<file path="src/design/dvrt_pkg.sv">
package dvrt_pkg;

  // One route as it is kept in the table and reported on the result ports.
  typedef struct packed {
    logic [15:0]       addr;
    logic [7:0]        hops;
    logic [15:0]       nhop;
    logic signed [7:0] ident;
    logic [7:0]        kind;
    logic              active;
  } route_t;

  localparam int RouteW = $bits(route_t);

  // One request beat, held for the whole walk over the table.
  typedef struct packed {
    logic [1:0]        mode;
    logic [15:0]       addr;
    logic [7:0]        hops;
    logic [15:0]       nhop;
    logic signed [7:0] ident;
    logic [7:0]        kind;
    logic [15:0]       sender;
    logic [2:0]        ridx;
  } req_t;

  // Request modes.
  localparam logic [1:0] MODE_MERGE  = 2'd0;
  localparam logic [1:0] MODE_AGE    = 2'd1;
  localparam logic [1:0] MODE_LOOKUP = 2'd2;
  localparam logic [1:0] MODE_READ   = 2'd3;

  // Configuration register indexes.
  localparam logic [1:0] CFG_SELF_ADDRESS    = 2'd0;
  localparam logic [1:0] CFG_SELF_IDENTIFIER = 2'd1;
  localparam logic [1:0] CFG_SELF_KIND       = 2'd2;

  // Result action codes.
  typedef enum logic [2:0] {
    ACT_IGNORED  = 3'd0,
    ACT_RELAXED  = 3'd1,
    ACT_KEPT     = 3'd2,
    ACT_ADDED    = 3'd3,
    ACT_DROPPED  = 3'd4,
    ACT_AGED     = 3'd5,
    ACT_ANSWERED = 3'd6
  } action_e;

  // Sequencer states: issue a slot read, then evaluate the slot.
  typedef enum logic [1:0] {
    ST_IDLE,
    ST_ISSUE,
    ST_EVAL
  } state_e;

  localparam logic [7:0]  HOPS_INFINITE = 8'd255;
  localparam logic [7:0]  GATEWAY_KIND  = 8'd71;
  localparam logic [15:0] NULL_ADDRESS  = 16'd0;

  // Reset values of the configuration registers.
  localparam logic [15:0]       SELF_ADDRESS_RST = 16'd0;
  localparam logic signed [7:0] SELF_IDENT_RST   = 8'sd7;
  localparam logic [7:0]        SELF_KIND_RST    = 8'd71;

endpackage

</file>
<file path="src/design/dvrt_ram.sv">
module dvrt_ram #(
  parameter int WIDTH = 57,
  parameter int DEPTH = 8
) (
  input  logic                     clk_i,
  input  logic                     we_i,
  input  logic [$clog2(DEPTH)-1:0] waddr_i,
  input  logic [WIDTH-1:0]         wdata_i,
  input  logic [$clog2(DEPTH)-1:0] raddr_i,
  output logic [WIDTH-1:0]         rdata_o
);

  logic [WIDTH-1:0] mem_q [DEPTH];

  // One write port and one registered read port.
  always_ff @(posedge clk_i) begin
    if (we_i) begin
      mem_q[waddr_i] <= wdata_i;
    end
    rdata_o <= mem_q[raddr_i];
  end

endmodule

</file>
<file path="src/design/distance_vector_route_table_top.sv">
// Distance-vector route table.
// A request beat is taken at a rising edge with start high and busy low; its
// fields select one of four modes: merge a neighbour's entry, age the table,
// find the first gateway route, or read one slot. Each request gives exactly
// one result beat, shown for one cycle with done_o high; the receiver cannot
// hold it off, so it must take every beat.
// Slot 0 is this node and follows the configuration registers at once; the
// other slots live in a single-port-read table RAM. The sequencer walks the
// slots one at a time through one shared compare unit; for each slot it
// addresses the RAM, then compares the registered read data.
// busy stays high until the result beat is shown, so one request is in work
// at a time.
// Configuration writes (cfg_we_i, cfg_idx_i, cfg_data_i) take effect at the
// edge; the user must make them only while busy is low, since the block
// itself does not enforce it.
// Reset leaves a table with the self entry only; the RAM needs no clearing
// pass because slots at and above the entry count are never evaluated.
module distance_vector_route_table_top
  import dvrt_pkg::*;
#(
  parameter int TABLE_ENTRIES = 8
) (
  input  logic              clk_i,
  input  logic              rst_ni,
  // Configuration port.
  input  logic              cfg_we_i,
  input  logic [1:0]        cfg_idx_i,
  input  logic [15:0]       cfg_data_i,
  // Request channel.
  input  logic              start,
  output logic              busy,
  input  logic [1:0]        mode_i,
  input  logic [15:0]       entry_address_i,
  input  logic [7:0]        entry_hops_i,
  input  logic [15:0]       entry_next_hop_i,
  input  logic signed [7:0] entry_identifier_i,
  input  logic [7:0]        entry_kind_i,
  input  logic [15:0]       sender_address_i,
  input  logic [2:0]        read_index_i,
  // Result channel.
  output logic              done_o,
  output logic [2:0]        action_o,
  output logic [2:0]        slot_o,
  output logic              found_o,
  output logic [15:0]       route_address_o,
  output logic [7:0]        route_hops_o,
  output logic [15:0]       route_next_hop_o,
  output logic signed [7:0] route_identifier_o,
  output logic [7:0]        route_kind_o,
  output logic              route_active_o,
  output logic [3:0]        used_entries_o
);

  localparam int IW   = $clog2(TABLE_ENTRIES);
  localparam int CW   = $clog2(TABLE_ENTRIES + 1);
  localparam int IDXW = (CW > 3) ? CW : 3;
  localparam int UW   = (CW > 4) ? CW : 4;
  localparam logic [CW-1:0] FULL_COUNT = CW'(TABLE_ENTRIES);

  // Configuration registers.
  logic [15:0]       self_addr_q;
  logic signed [7:0] self_id_q;
  logic [7:0]        self_kind_q;

  // Sequencer and table state.
  state_e          state_q, state_d;
  req_t            req_q;
  logic [IDXW-1:0] idx_q, idx_d;
  logic [CW-1:0]   count_q, count_d;

  // Result registers.
  logic            done_q, done_d;
  action_e         act_q, act_d;
  logic [IDXW-1:0] slot_q, slot_d;
  logic            found_q, found_d;
  route_t          rte_q, rte_d;

  // Table RAM ports.
  logic              ram_we;
  logic [IW-1:0]     ram_waddr;
  route_t            ram_wdata;
  logic [IW-1:0]     ram_raddr;
  logic [RouteW-1:0] ram_rdata;

  route_t          self_rte;
  route_t          cur;
  route_t          new_rte;
  route_t          aged_rte;
  logic [7:0]      newh;
  logic [15:0]     cmp_key;
  logic [15:0]     cmp_target;
  logic            cmp_hit;
  logic            in_ignore;
  logic [IDXW-1:0] count_x;
  logic [UW-1:0]   used_w;

  dvrt_ram #(
    .WIDTH(RouteW),
    .DEPTH(TABLE_ENTRIES)
  ) u_ram (
    .clk_i  (clk_i),
    .we_i   (ram_we),
    .waddr_i(ram_waddr),
    .wdata_i(ram_wdata),
    .raddr_i(ram_raddr),
    .rdata_o(ram_rdata)
  );

  // Configuration writes; an index beyond the list is dropped.
  always_ff @(posedge clk_i or negedge rst_ni) begin
    if (!rst_ni) begin
      self_addr_q <= SELF_ADDRESS_RST;
      self_id_q   <= SELF_IDENT_RST;
      self_kind_q <= SELF_KIND_RST;
    end else if (cfg_we_i) begin
      unique case (cfg_idx_i)
        CFG_SELF_ADDRESS:    self_addr_q <= cfg_data_i;
        CFG_SELF_IDENTIFIER: self_id_q   <= signed'(cfg_data_i[7:0]);
        CFG_SELF_KIND:       self_kind_q <= cfg_data_i[7:0];
        default: ;
      endcase
    end
  end

  // The self entry is built from the configuration registers.
  always_comb begin
    self_rte        = '0;
    self_rte.addr   = self_addr_q;
    self_rte.hops   = 8'd0;
    self_rte.nhop   = self_addr_q;
    self_rte.ident  = self_id_q;
    self_rte.kind   = self_kind_q;
    self_rte.active = 1'b1;
  end

  // Slot under evaluation: the self entry or the RAM read data.
  assign cur = (idx_q == '0) ? self_rte : route_t'(ram_rdata);

  // Offered hop count, saturating at infinity.
  assign newh = (req_q.hops == HOPS_INFINITE) ? HOPS_INFINITE : req_q.hops + 8'd1;

  // Shared compare unit: destination match for merges, gateway kind for lookups.
  assign cmp_key    = (req_q.mode == MODE_LOOKUP) ? {8'd0, cur.kind} : cur.addr;
  assign cmp_target = (req_q.mode == MODE_LOOKUP) ? {8'd0, GATEWAY_KIND} : req_q.addr;
  assign cmp_hit    = (cmp_key == cmp_target);

  // Entry that a merge appends.
  always_comb begin
    new_rte        = '0;
    new_rte.addr   = req_q.addr;
    new_rte.hops   = newh;
    new_rte.nhop   = req_q.sender;
    new_rte.ident  = req_q.ident;
    new_rte.kind   = req_q.kind;
    new_rte.active = 1'b1;
  end

  // Aging: an active slot goes inactive, an inactive one expires.
  always_comb begin
    aged_rte = cur;
    if (cur.active) begin
      aged_rte.active = 1'b0;
    end else begin
      aged_rte.hops = HOPS_INFINITE;
      aged_rte.nhop = NULL_ADDRESS;
    end
  end

  assign in_ignore = (entry_address_i == NULL_ADDRESS) || (entry_address_i == self_addr_q) ||
                     (entry_next_hop_i == self_addr_q);
  assign count_x   = IDXW'(count_q);

  // Sequencer: next state, table writes and the result beat.
  always_comb begin
    state_d   = state_q;
    idx_d     = idx_q;
    count_d   = count_q;
    done_d    = 1'b0;
    act_d     = act_q;
    slot_d    = slot_q;
    found_d   = found_q;
    rte_d     = rte_q;
    ram_we    = 1'b0;
    ram_waddr = idx_q[IW-1:0];
    ram_wdata = cur;
    ram_raddr = idx_q[IW-1:0];

    unique case (state_q)
      ST_IDLE: begin
        if (start) begin
          if (mode_i == MODE_MERGE && in_ignore) begin
            done_d  = 1'b1;
            act_d   = ACT_IGNORED;
            slot_d  = '0;
            found_d = 1'b0;
            rte_d   = '0;
          end else begin
            state_d = ST_ISSUE;
            case (mode_i)
              MODE_AGE:  idx_d = IDXW'(1);
              MODE_READ: idx_d = IDXW'(read_index_i);
              default:   idx_d = '0;
            endcase
          end
        end
      end

      ST_ISSUE: begin
        if (idx_q >= count_x) begin
          // Walk ran off the used slots.
          state_d = ST_IDLE;
          done_d  = 1'b1;
          found_d = 1'b0;
          rte_d   = '0;
          slot_d  = '0;
          unique case (req_q.mode)
            MODE_MERGE: begin
              if (count_q >= FULL_COUNT) begin
                act_d = ACT_DROPPED;
              end else begin
                ram_we    = 1'b1;
                ram_waddr = count_q[IW-1:0];
                ram_wdata = new_rte;
                count_d   = count_q + CW'(1);
                act_d     = ACT_ADDED;
                slot_d    = count_x;
                rte_d     = new_rte;
              end
            end
            MODE_AGE:    act_d = ACT_AGED;
            MODE_LOOKUP: act_d = ACT_ANSWERED;
            default: begin
              act_d  = ACT_ANSWERED;
              slot_d = IDXW'(req_q.ridx);
            end
          endcase
        end else begin
          state_d = ST_EVAL;
        end
      end

      ST_EVAL: begin
        state_d = ST_ISSUE;
        idx_d   = idx_q + IDXW'(1);
        unique case (req_q.mode)
          MODE_MERGE: begin
            if (cmp_hit) begin
              state_d = ST_IDLE;
              done_d  = 1'b1;
              slot_d  = idx_q;
              found_d = 1'b0;
              if (newh < cur.hops) begin
                ram_we           = 1'b1;
                ram_wdata        = cur;
                ram_wdata.hops   = newh;
                ram_wdata.nhop   = req_q.sender;
                ram_wdata.active = 1'b1;
                act_d            = ACT_RELAXED;
                rte_d            = ram_wdata;
              end else begin
                act_d = ACT_KEPT;
                rte_d = cur;
              end
            end
          end
          MODE_AGE: begin
            ram_we    = 1'b1;
            ram_wdata = aged_rte;
          end
          MODE_LOOKUP: begin
            if (cmp_hit) begin
              state_d = ST_IDLE;
              done_d  = 1'b1;
              act_d   = ACT_ANSWERED;
              slot_d  = idx_q;
              found_d = 1'b1;
              rte_d   = cur;
            end
          end
          default: begin
            state_d = ST_IDLE;
            done_d  = 1'b1;
            act_d   = ACT_ANSWERED;
            slot_d  = idx_q;
            found_d = 1'b1;
            rte_d   = cur;
          end
        endcase
      end

      default: state_d = ST_IDLE;
    endcase
  end

  // Control state.
  always_ff @(posedge clk_i or negedge rst_ni) begin
    if (!rst_ni) begin
      state_q <= ST_IDLE;
      count_q <= CW'(1);
      done_q  <= 1'b0;
      idx_q   <= '0;
    end else begin
      state_q <= state_d;
      count_q <= count_d;
      done_q  <= done_d;
      idx_q   <= idx_d;
    end
  end

  // Request capture and result payload.
  always_ff @(posedge clk_i) begin
    if (state_q == ST_IDLE && start) begin
      req_q.mode   <= mode_i;
      req_q.addr   <= entry_address_i;
      req_q.hops   <= entry_hops_i;
      req_q.nhop   <= entry_next_hop_i;
      req_q.ident  <= entry_identifier_i;
      req_q.kind   <= entry_kind_i;
      req_q.sender <= sender_address_i;
      req_q.ridx   <= read_index_i;
    end
    act_q   <= act_d;
    slot_q  <= slot_d;
    found_q <= found_d;
    rte_q   <= rte_d;
  end

  assign used_w = UW'(count_q);

  assign busy               = (state_q != ST_IDLE);
  assign done_o             = done_q;
  assign action_o           = act_q;
  assign slot_o             = slot_q[2:0];
  assign found_o            = found_q;
  assign route_address_o    = rte_q.addr;
  assign route_hops_o       = rte_q.hops;
  assign route_next_hop_o   = rte_q.nhop;
  assign route_identifier_o = rte_q.ident;
  assign route_kind_o       = rte_q.kind;
  assign route_active_o     = rte_q.active;
  assign used_entries_o     = used_w[3:0];

`ifndef SYNTH
  // The entry count stays between the self entry alone and a full table.
  assert property (@(posedge clk_i) disable iff (!rst_ni)
    (count_q >= CW'(1)) && (count_q <= FULL_COUNT))
    else $error("entry count out of range");

  // Only slots in use are ever evaluated.
  assert property (@(posedge clk_i) disable iff (!rst_ni)
    (state_q == ST_EVAL) |-> (idx_q < count_x))
    else $error("evaluated slot beyond entry count");

  // A result beat closes the request, so the block is free while it is shown.
  assert property (@(posedge clk_i) disable iff (!rst_ni)
    done_o |-> !busy)
    else $error("result beat shown while busy");

  // The table never shrinks.
  assert property (@(posedge clk_i) disable iff (!rst_ni)
    (count_q != $past(count_q)) |-> (count_q == $past(count_q) + CW'(1)))
    else $error("entry count moved by other than one append");
`endif

endmodule

</file>
<file path="config.mk">
export PLATFORM = sky130hd
export DESIGN_NAME = distance_vector_route_table_top
export DESIGN_NICKNAME = d
export VERILOG_FILES = /design/src/design/dvrt_pkg.sv /design/src/design/dvrt_ram.sv /design/src/design/distance_vector_route_table_top.sv
export SDC_FILE = /design/constraint.sdc
export NUM_CORES = 1
export LEC_CHECK = 0
export BUFFER_PORTS_ARGS = -buffer_cell sky130_fd_sc_hd__buf_4
export CAP_MARGIN = 10
export CELL_PAD_IN_SITES_DETAIL_PLACEMENT = 1
export CELL_PAD_IN_SITES_GLOBAL_PLACEMENT = 2
export CORE_AREA = 5 5 247 249
export CTS_CLUSTER_SIZE = 12
export DETAILED_ROUTE_END_ITERATION = 8
export DIE_AREA = 0 0 252 254
export PLACE_DENSITY = 0.86
export SKIP_CTS_REPAIR_TIMING = 1
export SLEW_MARGIN = 20
export SYNTH_ARGS = -nofsm -noshare
export SYNTH_HDL_FRONTEND = slang
export SYNTH_SLANG_ARGS = --single-unit
</file>
<file path="constraint.sdc">
create_clock -name clk_i -period 21.6 [get_ports clk_i]
set_input_delay 2.16 -clock clk_i [delete_from_list [all_inputs] [get_ports clk_i]]
set_output_delay 2.16 -clock clk_i [all_outputs]
set_load 0.01 [all_outputs]
</file>
# Yosys cells after proc, flatten, opt, wreduce, memory -nomap -nowiden
# Memories as Yosys holds them, arrays and structs flattened. A register that Yosys moved wholly into a read port is not among the register bits.
# Index checks and enable logic that the tools add are counted.
[op_classes]
div_mod_pow = 0
n_reduce_logical = 23
n_shift = 0
magnitude_cmp = 3
addsub = 3
n_mux = 75
mul = 0
n_bitwise = 1
eq_ne = 20
[op_table]
columns = ["operator", "n"]
rows = [
  ["$mux 57", 11],
  ["$pmux 57 s3", 2],
  ["$pmux 57 s2", 1],
  ["$mux 41", 2],
  ["$pmux 41 s2", 1],
  ["$eq 16x16->1", 3],
  ["$mux 3", 15],
  ["$mux 16", 2],
  ["$pmux 3 s3", 3],
  ["$mux 24", 1],
  ["$pmux 3 s2", 4],
  ["$mux 1", 17],
  ["$logic_not 16->1", 1],
  ["$ne 2x2->1 const B", 5],
  ["$ne 3x3->1 const B", 3],
  ["$pmux 1 s3", 3],
  ["$add 4x1->4 const B", 2],
  ["$add 8x1->8 const B", 1],
  ["$eq 2x1->1 const B", 4],
  ["$eq 2x2->1 const B", 4],
  ["$eq 8x8->1 const B", 1],
  ["$logic_not 2->1", 4],
  ["$lt 8x8->1", 1],
  ["$mux 2", 4],
  ["19 further kinds", 30],
]
[totals]
regBits = 168
latch_bits = 0
n_memories = 1
rom_bits = 0
ramBits = 456
out_inout_bits = 70
input_bits = 99
[memory_table]
columns = ["memory", "words", "word_bits", "read_ports", "rd_ports_with_merged_regs", "wr", "line", "rtl"]
rows = [
  ["u_ram.mem_q", 8, 57, 1, 1, 1, "dvrt_ram.sv:13", "logic [WIDTH-1:0] mem_q [DEPTH];"],
]

# Depth between registers and ports, before layout
[logic_depth]
depth_word = 9
mapped_depth = 21
ltp_nobuf = 15

# Modules after synthesis
# Synthesis repeated with hierarchy kept, for this count alone.
[unflattened]
hier_cells = 1797
area_unflattened_um2 = 28630.0
[modules_own_cells]
columns = ["mod", "cells_each", "instances", "seq_area_each_um2", "area_per_inst_um2"]
rows = [
  ["dvrt_ram", 729, 1, 14834.2, 18288.8],
  ["distance_vector_route_table_top", 1068, 1, 4839.6, 10341.2],
]

# Least setup slack after synthesis
# Ideal clock, no wire load.
[synth_timing]
kind = "register -> register"
start = "register idx_q[1]"
end = "memory u_ram.mem_q[1][0], enable pin"
path_buffers = 7
required_time_ns = 21.121
period_less_slack_ns = 7.131
t_arrival_ns = 6.652
stages_incl_launch_ff = 20
slack_ns = 14.469
path_cell_list = "dfrtp_1 -> clkbuf_1 -> clkbuf_1 -> inv_2 -> ha_1 -> or3b_1 -> buf_2 -> buf_2 -> clkbuf_1 -> clkbuf_1 -> clkbuf_1 -> nand2_1 -> ha_1 -> a21oi_1 -> o21ai_0 -> a31oi_1 -> o31ai_1 -> nor4b_1 -> a211oi_1 -> nor2b_1"
[synth_via]
elab_chain_cells = 9
word_cells_on_any_way = 17
cone_classes = "2 x order compare; 1 x eq/ne; 13 x mux; 1 x reduce/logical"
[synth_lines]
columns = ["item", "line", "rtl"]
rows = [
  ["start: declaration", "distance_vector_route_table_top.sv:68", "logic [IDXW-1:0] idx_q, idx_d;"],
  ["start signal: assignment", "distance_vector_route_table_top.sv:306", "idx_q <= idx_d;"],
  ["$logic_not 4->1", "distance_vector_route_table_top.sv:137", "assign cur = (idx_q == '0) ? self_rte : route_t'(ram_rdata);"],
  ["$mux 57", "distance_vector_route_table_top.sv:137", ""],
  ["$lt 8x8->1 or $mux 16 (tied branches)", "distance_vector_route_table_top.sv:252, distance_vector_route_table_top.sv:143", ""],
  ["$mux 1 or $eq 16x16->1 (tied branches)", "distance_vector_route_table_top.sv:252, distance_vector_route_table_top.sv:145", ""],
  ["$mux 1", "distance_vector_route_table_top.sv:247", "if (cmp_hit) begin"],
  ["$pmux 1 s2", "distance_vector_route_table_top.sv:245", "unique case (req_q.mode)"],
  ["$pmux 1 s2", "distance_vector_route_table_top.sv:188", "unique case (state_q)"],
  ["$mux 1", "dvrt_ram.sv:17", "if (we_i) begin"],
  ["$mux 1 (not written as such)", "dvrt_ram.sv:18", "mem_q[waddr_i] <= wdata_i;"],
  ["end: declaration", "dvrt_ram.sv:13", ""],
]
# Parallel ways exist; a longest one is shown, timed or not.

# Worst setup path in the final report
[layout_timing]
start = "register idx_q[0]"
end = "memory u_ram.mem_q[3][11], enable pin"
# Same word-level chain as after synthesis.

==> results.toml <==
[status]
status = "complete, no violations"

[worst_setup_path]
cp_max_fo = 50
crit_type = "reg2reg"
cp-start-kind = "flop"
reg2reg_depth = 12
critical_path_required_ns = 21.83
slowest_stage = "nor2_4"
crit_path_frequent_cell = "buf_4"
crit_chain = "inv_1, ha_1, or3b_4, buf_4, mux2_2, a221oi_1, and3_1, nand4_2, nor4b_1, a211oi_2, nor2_4, buf_4"
cp-end-kind = "flop"
crit_arrival_ns = 6.32
cp_slowest_stage_delay_ns = 0.71

[clock_network]
htreeDepth = 3
cts_sinks = 681
cts_tree = "done"
clk_pin_slew_ns = 0.06
insertion_delay_ns = 0.62
root_buffer = "clkbuf_16"
cts_buffers = 75
clockBufferDepth = 3

[timing]
grt_setup_unrepaired = "false"
worst_slew_pin_slew_ns = 1.090
relSlewSlack = 0.2668
fmax_ghz = 0.1642
final-hold-violation-count = 0
drv_slew = 0
fin_setup_tns_ns = 0
fin_hold_ws_ns = 0.5160
min_period_over_period = 0.2819
period_minus_slack_ns = 6.089
fin_skew_ns = 0.04127
setup_violations = 0

[finish]
layout_commonest_cell = "edfxtp_1"
design_area_um2 = 32970
final_nets = 2043
syn2layout_area_growth_pct = 16.34
final_cell_mix = "edfxtp_1 (581), buf_4 (195), nand2_1 (188), mux4_2 (114), mux2_2 (89)"
antenna_cells = 0
register_area_um2 = 19680
multiInputGateArea_um2 = 8293
drive_gt1_frac = 0.2732
num-fill-cells = 5394

[yosys]
synth_ff_type = "edfxtp_1"
async_flop_share = 0.06314
syn_area_um2 = 28340
yosysWarnings = 0
synth.top_cells.by_area = "edfxtp_1 (62%), mux4_2 (9.1%), dfxtp_1 (4.0%), mux2_2 (3.5%), dfrtp_1 (3.1%)"
yosysSeqAreaShare = 0.6942
syn_avg_cell_area_um2 = 16.27
ys_ff_latch = 681
syn_inst = 1742
synth_nets = 1862
synth_edf_count = 581
synth_top_area_share = 0.6156
yosys.area.top_type = "edfxtp_1"
synth.distinct_cells = 76

[die]
dieHeight_um = 254
coreArea_um2 = 58460
die_area_um2 = 64010
die_x_um = 252
ios = 169
num_rows = 89
start_util = 0.4848

[route]
drcViolationCount = 0
wl_per_cell_um = 29.64
post_drt_via_cell_ratio = 6.214
postRouteAntennaNets = 0
wl_mm = 81.59
vias = 17110
firstDrtPassIters = 6
drt_iter0_drc = 1720

[global_route]
grt_pass1_vias = 18190
track_usage = 0.2530
grt_max_degree = 101
grt_antenna_before_repair = 3
grt_overflow = 0
grt_pass1_wl_mm = 120.5

[placement]
post_dp_cell_area_um2 = 30520
place.gp.congestion = 0.8414
port_buffers = 168
dp_hpwl_mm = 51.00

[power]
power.leakage_nw = 11.40
ir_drop_mv = 0.1053
powerDensity_nw_per_um2 = 155.2
power.total_mw = 5.117

[min_path]
hold-path-cell-count = 1
hp-class = "reg2reg"

[flow_run]
cap_violations = 0
worst max-delay path, delay by kind of cell (launching register included):
kind	cells	cell delay, ns
compound gates	2	0.46
fa+ha+maj	1	0.25
buf+inv	3	1.50
flops	1	0.69
mux	1	0.44
simple gates	5	2.20
per-stage QoR:
step	instances	setup slack, ns	util
global placement	2617	15.14	0.5220
CTS	2751	15.17	0.5631
detailed placement	2617	15.03	0.5221
global route	2753	15.25	0.5640
finish	2753	15.51	0.5640
floorplan	1742	14.47	-
area by class of cell:
type,instances,share of cell area
clock buffers,114,0.06663
clock inverters,20,0.006071
inverters,25,0.002846
multi-input cells,942,0.2515
flip-flops and latches,681,0.5969
well taps,773,0.02933
repair buffers,198,0.04667
power by group:
part	switching, mW	internal [mW]
Combinational	1.15	0.654
Clock	0.509	0.738
Sequential	0.141	1.93
synth_stat cells (all sizes together) (15+ instances only):
master	n
mux2i	21
edfxtp	581
nor4	15
nor2b	55
mux2	90
a22o	33
a22oi	44
mux4	114
nand3	26
o21ai	43
inv	24
xor2	37
ha	21
buf	23
dfxtp	57
nand2	188
nor2	40
dfrtp	35
clkbuf	71
and2	18
a21oi	33
kinds of logic (layout without fill, tap and decap cells):
logic type,Yosys count,count (layout),share of synthesized area
mux,225,225,0.1339
compound gates,253,253,0.06432
buf+inv,119,357,0.01633
fa+ha+maj,21,21,0.009271
flops,681,681,0.6942
xor+xnor,50,50,0.01545
simple gates,393,393,0.06657
final timing paths:
kind                                start                  to  slack (ns)
hold / removal             self_kind_q[7]      self_kind_q[7]        0.52
setup reg to reg                 idx_q[0]  u_ram.mem_q[3][11]       15.51
hold reg to reg            self_kind_q[7]      self_kind_q[7]        0.52
setup / recovery                 idx_q[0]  u_ram.mem_q[3][11]       15.51
min in group asynchronous          rst_ni   used_entries_o[2]        1.58
max in group asynchronous          rst_ni            idx_q[1]       19.49
routing by layer:
metal | up-vias | GRT usage | share of wire
li1 | 7190 | - | -
met1 | 8936 | 0.3450 | 0.40
met2 | 814 | 0.4128 | 0.49
met3 | 166 | 0.04769 | 0.080
met4 | 2 | 0.09011 | 0.033
met5 | - | 0 | 0.00018
sequential cells by signal (all words and copies together) (netlist names), 13 cells and up:
register          cells
u_ram.mem_q         456
u_ram.rdata_o        57
route_next_hop_o     16
route_address_o      16
self_addr_q          16
new_rte              48
req_q                13
Power figures use the tool's default switching activity.
